--- src/spot_pkg.sv ---
package spot_pkg;

  localparam int COORD_BITS_DEF = 24;
  localparam int ANGLE_BITS_DEF = 16;

  localparam logic [2:0] CMD_POINT_CIRCLE  = 3'd0;
  localparam logic [2:0] CMD_RECT_CIRCLE   = 3'd1;
  localparam logic [2:0] CMD_CIRCLE_CIRCLE = 3'd2;
  localparam logic [2:0] CMD_POINT_OBOX    = 3'd3;
  localparam logic [2:0] CMD_CIRCLE_OBOX   = 3'd4;

  localparam logic [17:0] SIN_A = 18'd102944;
  localparam logic [17:0] SIN_B = 18'd42048;
  localparam logic [17:0] SIN_C = 18'd4640;
  localparam logic [17:0] ONE_Q16 = 18'd65536;

  // control that travels down the cell chain beside the payload
  typedef struct packed {
    logic       vld;
    logic [2:0] cmd;
  } ctl_t;

endpackage

--- src/spot_cell.sv ---
// one pipeline cell: register with load enable, loads whenever its output slot is free or moving
module spot_cell #(
  parameter int W = 8
) (
  input  logic         clk,
  input  logic         rst,
  input  logic         en,
  input  spot_pkg::ctl_t ctl_in,
  input  logic [W-1:0] data_in,
  output spot_pkg::ctl_t ctl_out,
  output logic [W-1:0] data_out
);

  always_ff @(posedge clk) begin
    if (rst) begin
      ctl_out.vld <= 1'b0;
    end else if (en) begin
      ctl_out.vld <= ctl_in.vld;
    end
    if (en) begin
      ctl_out.cmd <= ctl_in.cmd;
      data_out    <= data_in;
    end
  end

endmodule

--- config.mk ---
export PLATFORM = sky130hd
export DESIGN_NAME = spot_cell
export DESIGN_NICKNAME = d
export VERILOG_FILES = /design/src/spot_pkg.sv /design/src/spot_cell.sv
export SDC_FILE = /design/constraint.sdc
export NUM_CORES = 1
export LEC_CHECK = 0
export BUFFER_PORTS_ARGS = -buffer_cell sky130_fd_sc_hd__buf_2
export CAP_MARGIN = 20
export CORE_AREA = 5 5 42 44
export DETAILED_ROUTE_END_ITERATION = 7
export DIE_AREA = 0 0 47 49
export SYNTH_ARGS = -nofsm -noshare
export SYNTH_HDL_FRONTEND = slang
export SYNTH_SLANG_ARGS = --single-unit
--- constraint.sdc ---
create_clock -name clk -period 0.8 [get_ports clk]
set_input_delay 0.08 -clock clk [delete_from_list [all_inputs] [get_ports clk]]
set_output_delay 0.08 -clock clk [all_outputs]
set_load 0.01 [all_outputs]
==> impl_summary.md, run 1 <==
Clock network
Counting the buffers created by CTS gives 3. TritonCTS built the clock tree. The insertion delay to the later sink of the worst-skew pair is 260 ps. The tree is rooted in a sky130_fd_sc_hd__clkbuf_4. The maximum root-to-sink buffer count is 2. For this design, the sink count on the clock tree is 12. Clock-pin slew was measured on the worst setup and hold paths at about 70 ps. The number of setup buffers added after CTS is 0. The number of H-tree levels is 1.

Placed design
OpenSTA, run right after detailed placement, puts the worst setup slack at about 74 ps. The routability congestion estimate from global placement is roughly 0.57. Buffers placed on the I/O ports in this run total 26. Once detailed placement completed, the half-perimeter wirelength came to between 500 and 600 µm.

Logic synthesis
The largest area contributor in the netlist is sky130_fd_sc_hd__edfxtp_1. The most frequently used flop master after synthesis is sky130_fd_sc_hd__edfxtp_1. The cell count after synthesis is 14. The distinct cell type count after synthesis is 4. The count of flip-flops with a built-in enable after synthesis is 11. The share of synthesized area in the top cell type comes to 0.907. The total nets after synthesis is 29. The count of warnings emitted by yosys is 0.

By count the netlist is led by sky130_fd_sc_hd__edfxtp_1 (11), sky130_fd_sc_hd__dfxtp_1 (1), sky130_fd_sc_hd__mux2i_1 (1), sky130_fd_sc_hd__nor2_1 (1). The fraction of the yosys area taken by sequential cells is 0.962. Yosys attributes the largest share of cell area to sky130_fd_sc_hd__edfxtp_1 (91%), sky130_fd_sc_hd__dfxtp_1 (5.5%), sky130_fd_sc_hd__mux2i_1 (2.7%). The synthesized area per cell is 26.0 µm².

The share of async-settable or async-resettable flops after synthesis is 0. The netlist area before placement is 364 µm². The most frequent cell after synthesis is sky130_fd_sc_hd__edfxtp_1. The flip-flop and latch count after synthesis is 12.

STA
The worst path in the final design needs a cycle of 865 ps, including I/O delays and setup. The total negative slack for setup checks is -558 ps. Setup repair after global routing could not meet its margin everywhere.

The maximum achievable frequency is ~1.2 GHz. The hold violation total from the final report was 0. At the pin with the least slew margin, the transition time is between 200 and 300 ps. The number of max-slew violations in the final report is 0. The post-route clock skew is 0 ps. The max-slew headroom at the worst pin is 0.821. The least setup slack across all paths after layout is -64.5 ps. The fraction of the cycle the final worst path needs is 1.08. Setup violations remaining at the end of the flow were counted as 11.

Global route
The maximum number of pins on one net before global-route repair is 13. In the global route stage, overall resource usage came out at 0.0880. After global routing the overflow that remains totals 0. The initial antenna violation count is 0.

The via count of the first global-routing pass is 322. The wire length of the first global-routing pass is between 1 and 1.5 mm.

Critical path
STA classifies the critical path startpoint as a flip-flop. The critical path goes through buf_2. The top cell family by delay on the critical path is flip-flops. The worst-path cell with the longest stage delay is sky130_fd_sc_hd__edfxtp_1. The count of buffer and inverter cells on the critical path is 1. The required time of the critical path is 720 ps. In this design, the stage delay of the slowest critical-path cell is about 370 ps. The data arrival at the endpoint of the critical path is about 780 ps. The critical path is of the reg2out type. Of all nets on the critical path, the largest fanout is 1.

The reg2reg setup slack is 200 ps. The type of element capturing the critical path is an output pin.

Routing
The average detailed-routed wire length per instance is 11.9 µm. In the routed layout, each cell is associated on average with a via count of ~3.8. The starting DRC count in detailed routing is 2. The final layout contains routed wiring with a total length of 860 µm.

The first detailed-routing pass ran for 2 iterations. The DRC violations left is 0. The overall via count from detail_route is between 200 and 300.

The remaining number of nets flagged by the antenna check after routing is 0.

Final layout
The area growth from synthesis to layout is 83.5%. Of the cells placed in the final design, the portion with a size suffix greater than 1 is 0.536. The count of nets after finishing is slightly above 70.

The number of antenna diodes in the final layout is 0.

Floorplanning
The floorplan row count is 14. The die covers between 2000 and 2500 µm². The die outline height is roughly 49 µm.

The die is 47 µm wide. The area of the core is 1400 µm². The initial standard-cell utilization of the core is 0.260.

The I/O pin count is 27.

Power
For this design the static power due to leakage is between 0.2 and 0.3 nW. The maximum VDD drop is around 1.1 mV. The ratio of total power to cell area is approximately 1900 nW/µm².

Status
The final reports fail on negative setup slack. The run finished, with violations left.

Min path
The min-delay analysis places its worst path in the category in2reg.

Job
The max-capacitance violation count is 0.
==> registers in the layout (all words and copies together), names as in the netlist <==
name      count
ctl_out       4
data_out      8
==> cell type report <==
cell class / instances / area (µm²)
Sequential cell: 12 / 352
Multi-Input combinational cell: 2 / 13.8
Tap cell: 16 / 20.0
Clock buffer: 3 / 22.5
Timing Repair Buffer: 38 / 256
Fill cell: 134 / 733
Clock inverter: 1 / 3.75
==> per-stage QoR <==
stage / util / instance area, µm² / instances / total power (W) / hold WS, ps
after floorplan: - / 364 / 14 / 0.000796 / 152
after global placement: 0.367 / 514 / 56 / 0.000881 / 237
after detailed placement: 0.367 / 514 / 56 / 0.000884 / 243
after CTS: 0.477 / 668 / 72 / 0.00131 / 43.2
after global routing: 0.477 / 668 / 72 / 0.00135 / 89.7
final: 0.477 / 668 / 72 / 0.00128 / 55.4
==> layout by cell type (no fill, tap or decap) <==
master / synthesis / routed
sky130_fd_sc_hd__dlygate4sd3_1: 0 / 12
sky130_fd_sc_hd__buf_6: 0 / 1
sky130_fd_sc_hd__clkinv_1: 0 / 1
sky130_fd_sc_hd__edfxtp_1: 11 / 11
sky130_fd_sc_hd__clkbuf_4: 0 / 3
sky130_fd_sc_hd__buf_2: 0 / 25
sky130_fd_sc_hd__dfxtp_2: 0 / 1
sky130_fd_sc_hd__nor2_1: 1 / 1
sky130_fd_sc_hd__mux2i_1: 1 / 1
==> final timing paths <==
check,from,endpoint,cells after the start
max,data_out[0]$_DFFE_PP_,data_out[0],1
min,ctl_in[3],ctl_out[3]$_SDFFE_PP0P_,3
max reg2reg,ctl_out[3]$_SDFFE_PP0P_,ctl_out[3]$_SDFFE_PP0P_,2
min reg2reg,ctl_out[3]$_SDFFE_PP0P_,ctl_out[3]$_SDFFE_PP0P_,2
==> per-layer routing <==
metal | up-vias | part of all wire | global-route usage | wire, µm
li1 | 138 | - | - | -
met1 | 111 | 0.42 | 0.0995 | 357
met2 | 20 | 0.45 | 0.127 | 387
met3 | 2 | 0.12 | 0.0221 | 106
met4 | 0 | 0.0093 | 0.0829 | 8
met5 | - | 0 | 0 | 0
==> cell families after synthesis <==
family           after synthesis  share of synthesized area
flip-flops                    12                      0.962
multiplexers                   1                     0.0275
AND/OR/NAND/NOR                1                     0.0103
==> what timing repair did <==
| action | in CTS | in global routing |
|---|---|---|
| hold buffers | 12 | 0 |
| gates resized for setup | 2 | 0 |
| endpoints found under the setup margin | 12 | 12 |
| endpoints found under the hold margin | 12 | 0 |
==> where the power goes <==
group,internal [W],switching [W]
Combinational,0.0000980,0.0000688
Clock,0.000180,0.000184
Sequential,0.000737,0.0000125
(Power assumes the default switching activity.)
==> run 2: changes to the inputs <==
--- a/config.mk
+++ b/config.mk
@@ -10,6 +10,7 @@
 export CORE_AREA = 5 5 42 44
 export DETAILED_ROUTE_END_ITERATION = 7
 export DIE_AREA = 0 0 47 49
+export RECOVER_POWER = 100
 export SYNTH_ARGS = -nofsm -noshare
 export SYNTH_HDL_FRONTEND = slang
 export SYNTH_SLANG_ARGS = --single-unit
==> run 2 against run 1 <==
Effect of this change:
- the run still ends with negative setup slack left
- clock skew unchanged
- power is 0.40% higher
- worst hold slack is essentially flat
- sequential share of layout area is 0.20 points higher
- cell count unchanged
- maximum frequency fell by 0.54%
- via count unchanged
- non-clock buffer count unchanged
- sequential cell count is the same
==> impl_summary.md, run 2 (synthesized netlist as in run 1, its figures left out) <==
Status
The run finished, with violations left. The checks that failed: negative setup slack.

STA
The fraction of the cycle the final worst path needs is 1.09 (+0.00586). Setup repair after global routing could not meet its margin everywhere. The maximum achievable frequency is 1.15 GHz (-0.54%). The slew at the pin with the worst max-slew slack is 665 ps (+396 ps).

The least setup slack across all paths after layout is -69.2 ps (-4.69 ps). The max-slew headroom at the worst pin is 0.557 (-0.264). The post-route clock skew is 0 ps (unchanged). The number of endpoints failing setup at the final stage is 11 (unchanged). The hold violation total from the final report is 0 (unchanged). The number of max-slew violations in the final report is 0 (unchanged). The shortest clock period the worst path allows after layout is 869 ps (+4.69 ps).

Final layout
The ratio of cells with drive above 1 in the final layout is 0.500 (-0.0357). The layout overhead on the synthesized area is 82.8%. In the final layout, the registers with the most flip-flops are data_out x8, ctl_out x4. The register bank with the most flops is data_out. The sequential cell area in the final layout is 352 µm² (unchanged). The count of nets after finishing is 72 (unchanged).

The antenna diode count is 0 (unchanged). The flip-flop count of the largest register after layout is 8 (unchanged). The final standard cell utilization of the core is 0.475 (-0.00179).

In the layout the commonest cells are sky130_fd_sc_hd__buf_2 (23), sky130_fd_sc_hd__dlygate4sd3_1 (12), sky130_fd_sc_hd__edfxtp_1 (11). The final standard cell count with taps included and fillers excluded came to 72 (unchanged). The most common library cell in the layout ignoring fill and taps is sky130_fd_sc_hd__buf_2.

The total area of multi-input combinational cells is 13.8 µm² (unchanged). The count of filler cells inserted in the layout is 133 (-0.75%).

Clock network
The number of setup buffers added after CTS is 0 (unchanged). The insertion delay to the later sink of the worst-skew pair came to 260 ps (about the same). TritonCTS built the clock tree. The clock tree root driver cell is sky130_fd_sc_hd__clkbuf_4. The number of H-tree levels is 1 (unchanged). The clock slew seen by the registers of the worst setup and hold paths is 80 ps (about the same). The maximum root-to-sink buffer count was 2 (unchanged). The number of buffers added by the clock tree synthesis step was 3 (unchanged).

The clock net sink count is 12 (unchanged).

Power
The maximum VDD drop came to 1.07 mV (+1.4%). The ratio of total power to cell area is 1930 nW/µm² (+0.78%). The static leakage power is 0.288 nW (-1.9%).

Global route
The wire length of the first global-routing pass is 1.35 mm (unchanged). The all-layer global routing usage is 0.0880 (unchanged). The via count of the first global-routing pass is 322 (unchanged).

The leftover overflow at the end of global routing is 0 (unchanged). The initial antenna violation count came to 0 (unchanged). The maximum number of pins on one net before global-route repair is 13 (unchanged).

Floorplanning
The initial standard-cell utilization of the core came to 0.260 (unchanged). The floorplan row count came to 14 (unchanged). The die width is 47 µm (unchanged). The die outline height is 49 µm (unchanged). The total die area is 2300 µm² (unchanged).

The area of the core is 1400 µm² (unchanged). The I/O pin count is 27 (unchanged).

Routing
The average detailed-routed wire length per instance came to 11.9 µm (-0.47%). The met3 layer wire length in the routed design came to 106 µm (unchanged). The overall via count from detail_route is 271 (unchanged). The topmost layer with routed signal wires is met4. The total detailed-routing wirelength was 856 µm (-0.47%).

The total length of routed met2 wires is 383 µm (-1.0%). The DRC violations left is 0 (unchanged). The first-pass iteration count of the detailed router is 2 (unchanged). The remaining number of nets flagged by the antenna check after routing is 0 (unchanged). The met1 routed wirelength after detailed routing was 358 µm (+0.28%). The via density per instance is 3.76 (unchanged). The starting DRC count in detailed routing is 1 (-1).

Min path
The worst hold-check path type is in2reg.

Job
The max-capacitance violation count is 0 (unchanged).

Critical path
The type of element launching the critical path is a flip-flop. The data arrival at the endpoint of the critical path came to 790 ps (about the same). The count of buffer and inverter cells on the critical path is 1 (unchanged). The signal on the critical path passes through buf_2.

The maximum single-stage delay on the critical path is 370 ps (about the same). The type of element capturing the critical path is an output pin. The path type of the worst setup path is reg2out. The worst-path cell with the longest stage delay is sky130_fd_sc_hd__edfxtp_1. The maximum fanout count along the critical path is 1 (unchanged).

Grouping stages by cell kind, the critical path spends the most delay in flip-flops. The required time of the critical path is 720 ps (about the same).

Placed design
The cell count after placement is 56 (unchanged). The routability congestion estimate from global placement was 0.568 (unchanged). The count of buffers inserted at the top-level ports is 26 (unchanged).

The post-detailed-placement half-perimeter wirelength is 573 µm (unchanged).
-- run 2: cell count changes in the layout (fill, tap and decap cells not counted) --
cell and delta:
sky130_fd_sc_hd__buf_2 -2, sky130_fd_sc_hd__clkbuf_1 +2
-- run 2: final timing paths --
kind,from,endpoint,slack (ps),depth (start not counted)
setup / recovery,data_out[1]$_DFFE_PP_,data_out[1],-70,1
hold / removal,ctl_in[3],ctl_out[3]$_SDFFE_PP0P_,60,3
setup reg to reg,ctl_out[3]$_SDFFE_PP0P_,ctl_out[3]$_SDFFE_PP0P_,200,2
hold reg to reg,ctl_out[3]$_SDFFE_PP0P_,ctl_out[3]$_SDFFE_PP0P_,510,2
-- run 2: per-layer routing --
layer	GRT usage	vias up
met5	0	-
met4	0.0829	0
met3	0.0221	2
met2	0.127	20
met1	0.0995	111
li1	-	138
-- run 2: what timing repair did --
item                                    CTS  global route
endpoints found under the hold margin    12             0
endpoints found under the setup margin   12            12
pin swaps                                 0             0
hold buffers                             12             0
gates resized for setup                   2             0
-- run 2: through the flow --
step / TNS [ps] / hold slack, ps / cell area, µm² / setup WS [ps] / power (W)
2_1_floorplan: 0 / 152 / 364 / 210 / 0.000796
3_3_place_gp: 0 / 237 / 514 / 103 / 0.000881
3_5_place_dp: 0 / 243 / 514 / 73.6 / 0.000884
4_1_cts: -747 / 43.2 / 668 / -79.4 / 0.00131
5_1_grt: -1040 / 90.0 / 666 / -108 / 0.00135
6_report: -588 / 55.0 / 666 / -69.2 / 0.00129
-- run 2: power by group --
part,switching [W],total [W],internal (W)
Clock,0.000189,0.000369,0.000180
Sequential,0.0000125,0.000750,0.000738
Combinational,0.0000694,0.000166,0.0000966
-- run 2: final cells by class --
cell class / count / share of cell area
well taps: 16 / 0.0301
clock inverters: 1 / 0.00564
repair buffers: 38 / 0.382
clock buffers: 3 / 0.0338
multi-input cells: 2 / 0.0207
flip-flops and latches: 12 / 0.528
==> run 3: changes to the inputs <==
--- a/config.mk
+++ b/config.mk
@@ -10,6 +10,7 @@
 export CORE_AREA = 5 5 42 44
 export DETAILED_ROUTE_END_ITERATION = 7
 export DIE_AREA = 0 0 47 49
+export PLACE_DENSITY_LB_ADDON = 0.15
 export RECOVER_POWER = 100
 export SYNTH_ARGS = -nofsm -noshare
 export SYNTH_HDL_FRONTEND = slang
==> run 3 against run 2 <==
Effect of this change:
- the flow still finishes with violations (negative setup slack)
- sequential share of layout area shrank 0.88 points
- non-clock buffer count is the same
- setup slack gained 5.8 ps
- sequential cell count is the same
- register-to-register slack is essentially flat
- first-iteration DRC count grew to 4.0 times the previous value
- global-route usage shrank 1.2 points
- die area is the same
- cell count is the same
- power grew 7.4%
- routed wire length shrank 8.4%
- highest routed layer is now met3
==> impl_summary.md, run 3 (synthesized netlist as in run 1, its figures left out) <==
STA
The number of max-slew violations in the final report is 0 (unchanged). The shortest clock period the worst path allows after layout is 863 ps (-5.81 ps). The fraction of the cycle the final worst path needs is 1.08 (-0.00726). The least setup slack across all paths after layout came to -63.4 ps (+5.81 ps). The number of endpoints failing setup at the final stage is 11 (unchanged). The hold violation total from the final report is 0 (unchanged). Setup repair after global routing could not meet its margin everywhere.

The post-route clock skew was 0 ps (unchanged). The slew at the pin with the worst max-slew slack is 631 ps (-33.2 ps). The total negative slack for setup checks is -499 ps (+89.0 ps). The maximum achievable frequency is 1.16 GHz (+0.67%). The max-slew headroom at the worst pin is 0.579 (+0.0221).

Clock network
The number of H-tree levels came to 1 (unchanged). The clock slew seen by the registers of the worst setup and hold paths came to 70 ps (about the same). The maximum root-to-sink buffer count is 2 (unchanged). The number of buffers added by the clock tree synthesis step is 3 (unchanged). The TritonCTS clock tree is yes. The number of setup buffers added after CTS is 0 (unchanged). The clock net sink count is 12 (unchanged). The clock tree root driver cell is sky130_fd_sc_hd__clkbuf_4. The insertion delay to the later sink of the worst-skew pair is 260 ps (about the same).

Final layout
The most common library cell in the layout ignoring fill and taps is sky130_fd_sc_hd__buf_2. Relative to the synthesized area, the layout overhead comes to 85.9%. The flip-flop count of the largest register after layout was 8 (unchanged). The count of filler cells inserted in the layout is 130 (-2.3%). In the final layout, the registers with the most flip-flops are data_out x8, ctl_out x4. In the layout the commonest cells are sky130_fd_sc_hd__buf_2 (24), sky130_fd_sc_hd__dlygate4sd3_1 (12), sky130_fd_sc_hd__edfxtp_1 (11).

The ratio of cells with drive above 1 in the final layout is 0.536 (+0.0357). The count of nets after finishing came to 72 (unchanged). data_out holds more flip-flops than any other register. The antenna diode count was 0 (unchanged).

Routing
The total detailed-routing wirelength is 784 µm (-8.4%). The DRC violations left came to 0 (unchanged). The average detailed-routed wire length per instance came to 10.9 µm (-8.4%). The via density per instance is 3.93 (+4.4%). The starting DRC count in detailed routing is 4 (+3).

The first-pass iteration count of the detailed router was 3 (+1). The remaining number of nets flagged by the antenna check after routing is 0 (unchanged). The overall via count from detail_route is 283 (+4.4%).

Power
The maximum VDD drop came to 0.917 mV (-14%). The part of the total power dissipated in sequential elements is 0.542 (-0.041). The static leakage power is 0.297 nW (+2.9%). The fraction of power spent switching nets is 0.195 (-0.0156). The ratio of total power to cell area is 2040 nW/µm² (+5.6%). The total power consumption of the routed design is 0.00138 W (+7.4%). The switching power is 0.000270 W (-0.57%). The internal power consumption is 0.00111 W (+9.5%). The clock share of power is 0.338 (+0.051). The fraction of power consumed by combinational cells is 0.120 (-0.009).

Critical path
Traced cell by cell, the critical path runs through buf_2. Broken down by cell family, the worst path's largest delay share belongs to flip-flops. In this run the worst setup path begins at data_out[4]$_DFFE_PP_. STA classifies the critical path endpoint as an output pin. The count of buffer and inverter cells on the critical path is 1 (unchanged).

The critical path is of the reg2out type. The reg2reg setup slack is 190 ps (about the same). The maximum single-stage delay on the critical path is 370 ps (about the same). The reg-to-reg startpoint is ctl_out[3]$_SDFFE_PP0P_. The maximum fanout count along the critical path is 1 (unchanged).

The data arrival at the endpoint of the critical path is 780 ps (about the same). The type of element launching the critical path is a flip-flop. The required time of the critical path is 720 ps (about the same). The largest individual stage delay along the critical path comes from the cell sky130_fd_sc_hd__edfxtp_1.

Global route
The wire length of the first global-routing pass is 1.18 mm (-12%). The initial antenna violation count was 0 (unchanged). The leftover overflow at the end of global routing is 0 (unchanged). The maximum number of pins on one net before global-route repair is 13 (unchanged). The all-layer global routing usage is 0.0758 (-0.0123). The via count of the first global-routing pass was 282 (-12%).

Placed design
The count of buffers inserted at the top-level ports came to 26 (unchanged). The post-detailed-placement half-perimeter wirelength came to 564 µm (-1.6%). The routability congestion estimate from global placement is 0.570 (+0.33%).

Floorplanning
The I/O pin count is 27 (unchanged). The floorplan row count came to 14 (unchanged). The initial standard-cell utilization of the core is 0.260 (unchanged). The total die area was 2300 µm² (unchanged).

The die width is 47 µm (unchanged). The area of the core was 1400 µm² (unchanged). The die outline height is 49 µm (unchanged).

Status
The flow ran to the end, but the final reports show violations. The final reports fail on negative setup slack.

Job
The max-capacitance violation count was 0 (unchanged).

Min path
The path class of the tightest hold or removal check is in2reg. The worst hold path begins at ctl_in[3].
[run 3: changes by cell type in the layout (fill, tap and decap cells not counted)]
| cell | before | now |
|---|---|---|
| sky130_fd_sc_hd__buf_2 | 23 | 24 |
| sky130_fd_sc_hd__clkbuf_8 | 0 | 1 |
| sky130_fd_sc_hd__clkinv_1 | 1 | 0 |
| sky130_fd_sc_hd__clkbuf_1 | 2 | 1 |
[run 3: per-stage QoR]
step                      instances  hold WS [ps]  cell area (µm²)   util  worst slack [ps]
after CTS                        72          42.4              678  0.484             -88.9
final                            72          58.9              677  0.483             -63.4
after floorplan                  14           152              364      -               210
after detailed placement         56           241              514  0.367              57.1
after global routing             72          74.4              677  0.483              -111
after global placement           56           236              514  0.367               107
[run 3: metal layers]
metal  vias to the layer above  share of wire  global-route usage
li1                        138              -                   -
met2                        17           0.56               0.122
met4                         0              0              0.0553
met5                         -              0                   0
met1                       128           0.29              0.0737
met3                         0           0.14              0.0295
[run 3: worst paths after layout]
kind                                                 to  cells after the start
worst max register to register  ctl_out[3]$_SDFFE_PP0P_                      2
worst max-delay path                        data_out[4]                      1
worst min register to register  ctl_out[3]$_SDFFE_PP0P_                      2
worst min-delay path            ctl_out[3]$_SDFFE_PP0P_                      3
[run 3: repair_timing]
item,CTS,global route
hold endpoints to repair,12,0
setup endpoints to repair,12,12
hold buffers,12,0
gates resized for setup,2,0
[run 3: layout make-up]
| class | instances | area, µm² | share of cell area |
|---|---|---|---|
| Tap cell | 16 | 20.0 | 0.0296 |
| Timing Repair Buffer | 38 | 255 | 0.377 |
| Clock buffer | 4 | 36.3 | 0.0536 |
| Multi-Input combinational cell | 2 | 13.8 | 0.0203 |
| Sequential cell | 12 | 352 | 0.519 |
[run 3: power by group through the flow]
| stage | clock, W | combinational (W) | sequential [W] |
|---|---|---|---|
| 2_1_floorplan | 0 | 0.00000422 | 0.000791 |
| 3_3_place_gp | 0 | 0.000119 | 0.000760 |
| 3_5_place_dp | 0 | 0.000121 | 0.000762 |
| 4_1_cts | 0.000498 | 0.000169 | 0.000749 |
| 5_1_grt | 0.000524 | 0.000179 | 0.000754 |
| 6_report | 0.000467 | 0.000166 | 0.000748 |
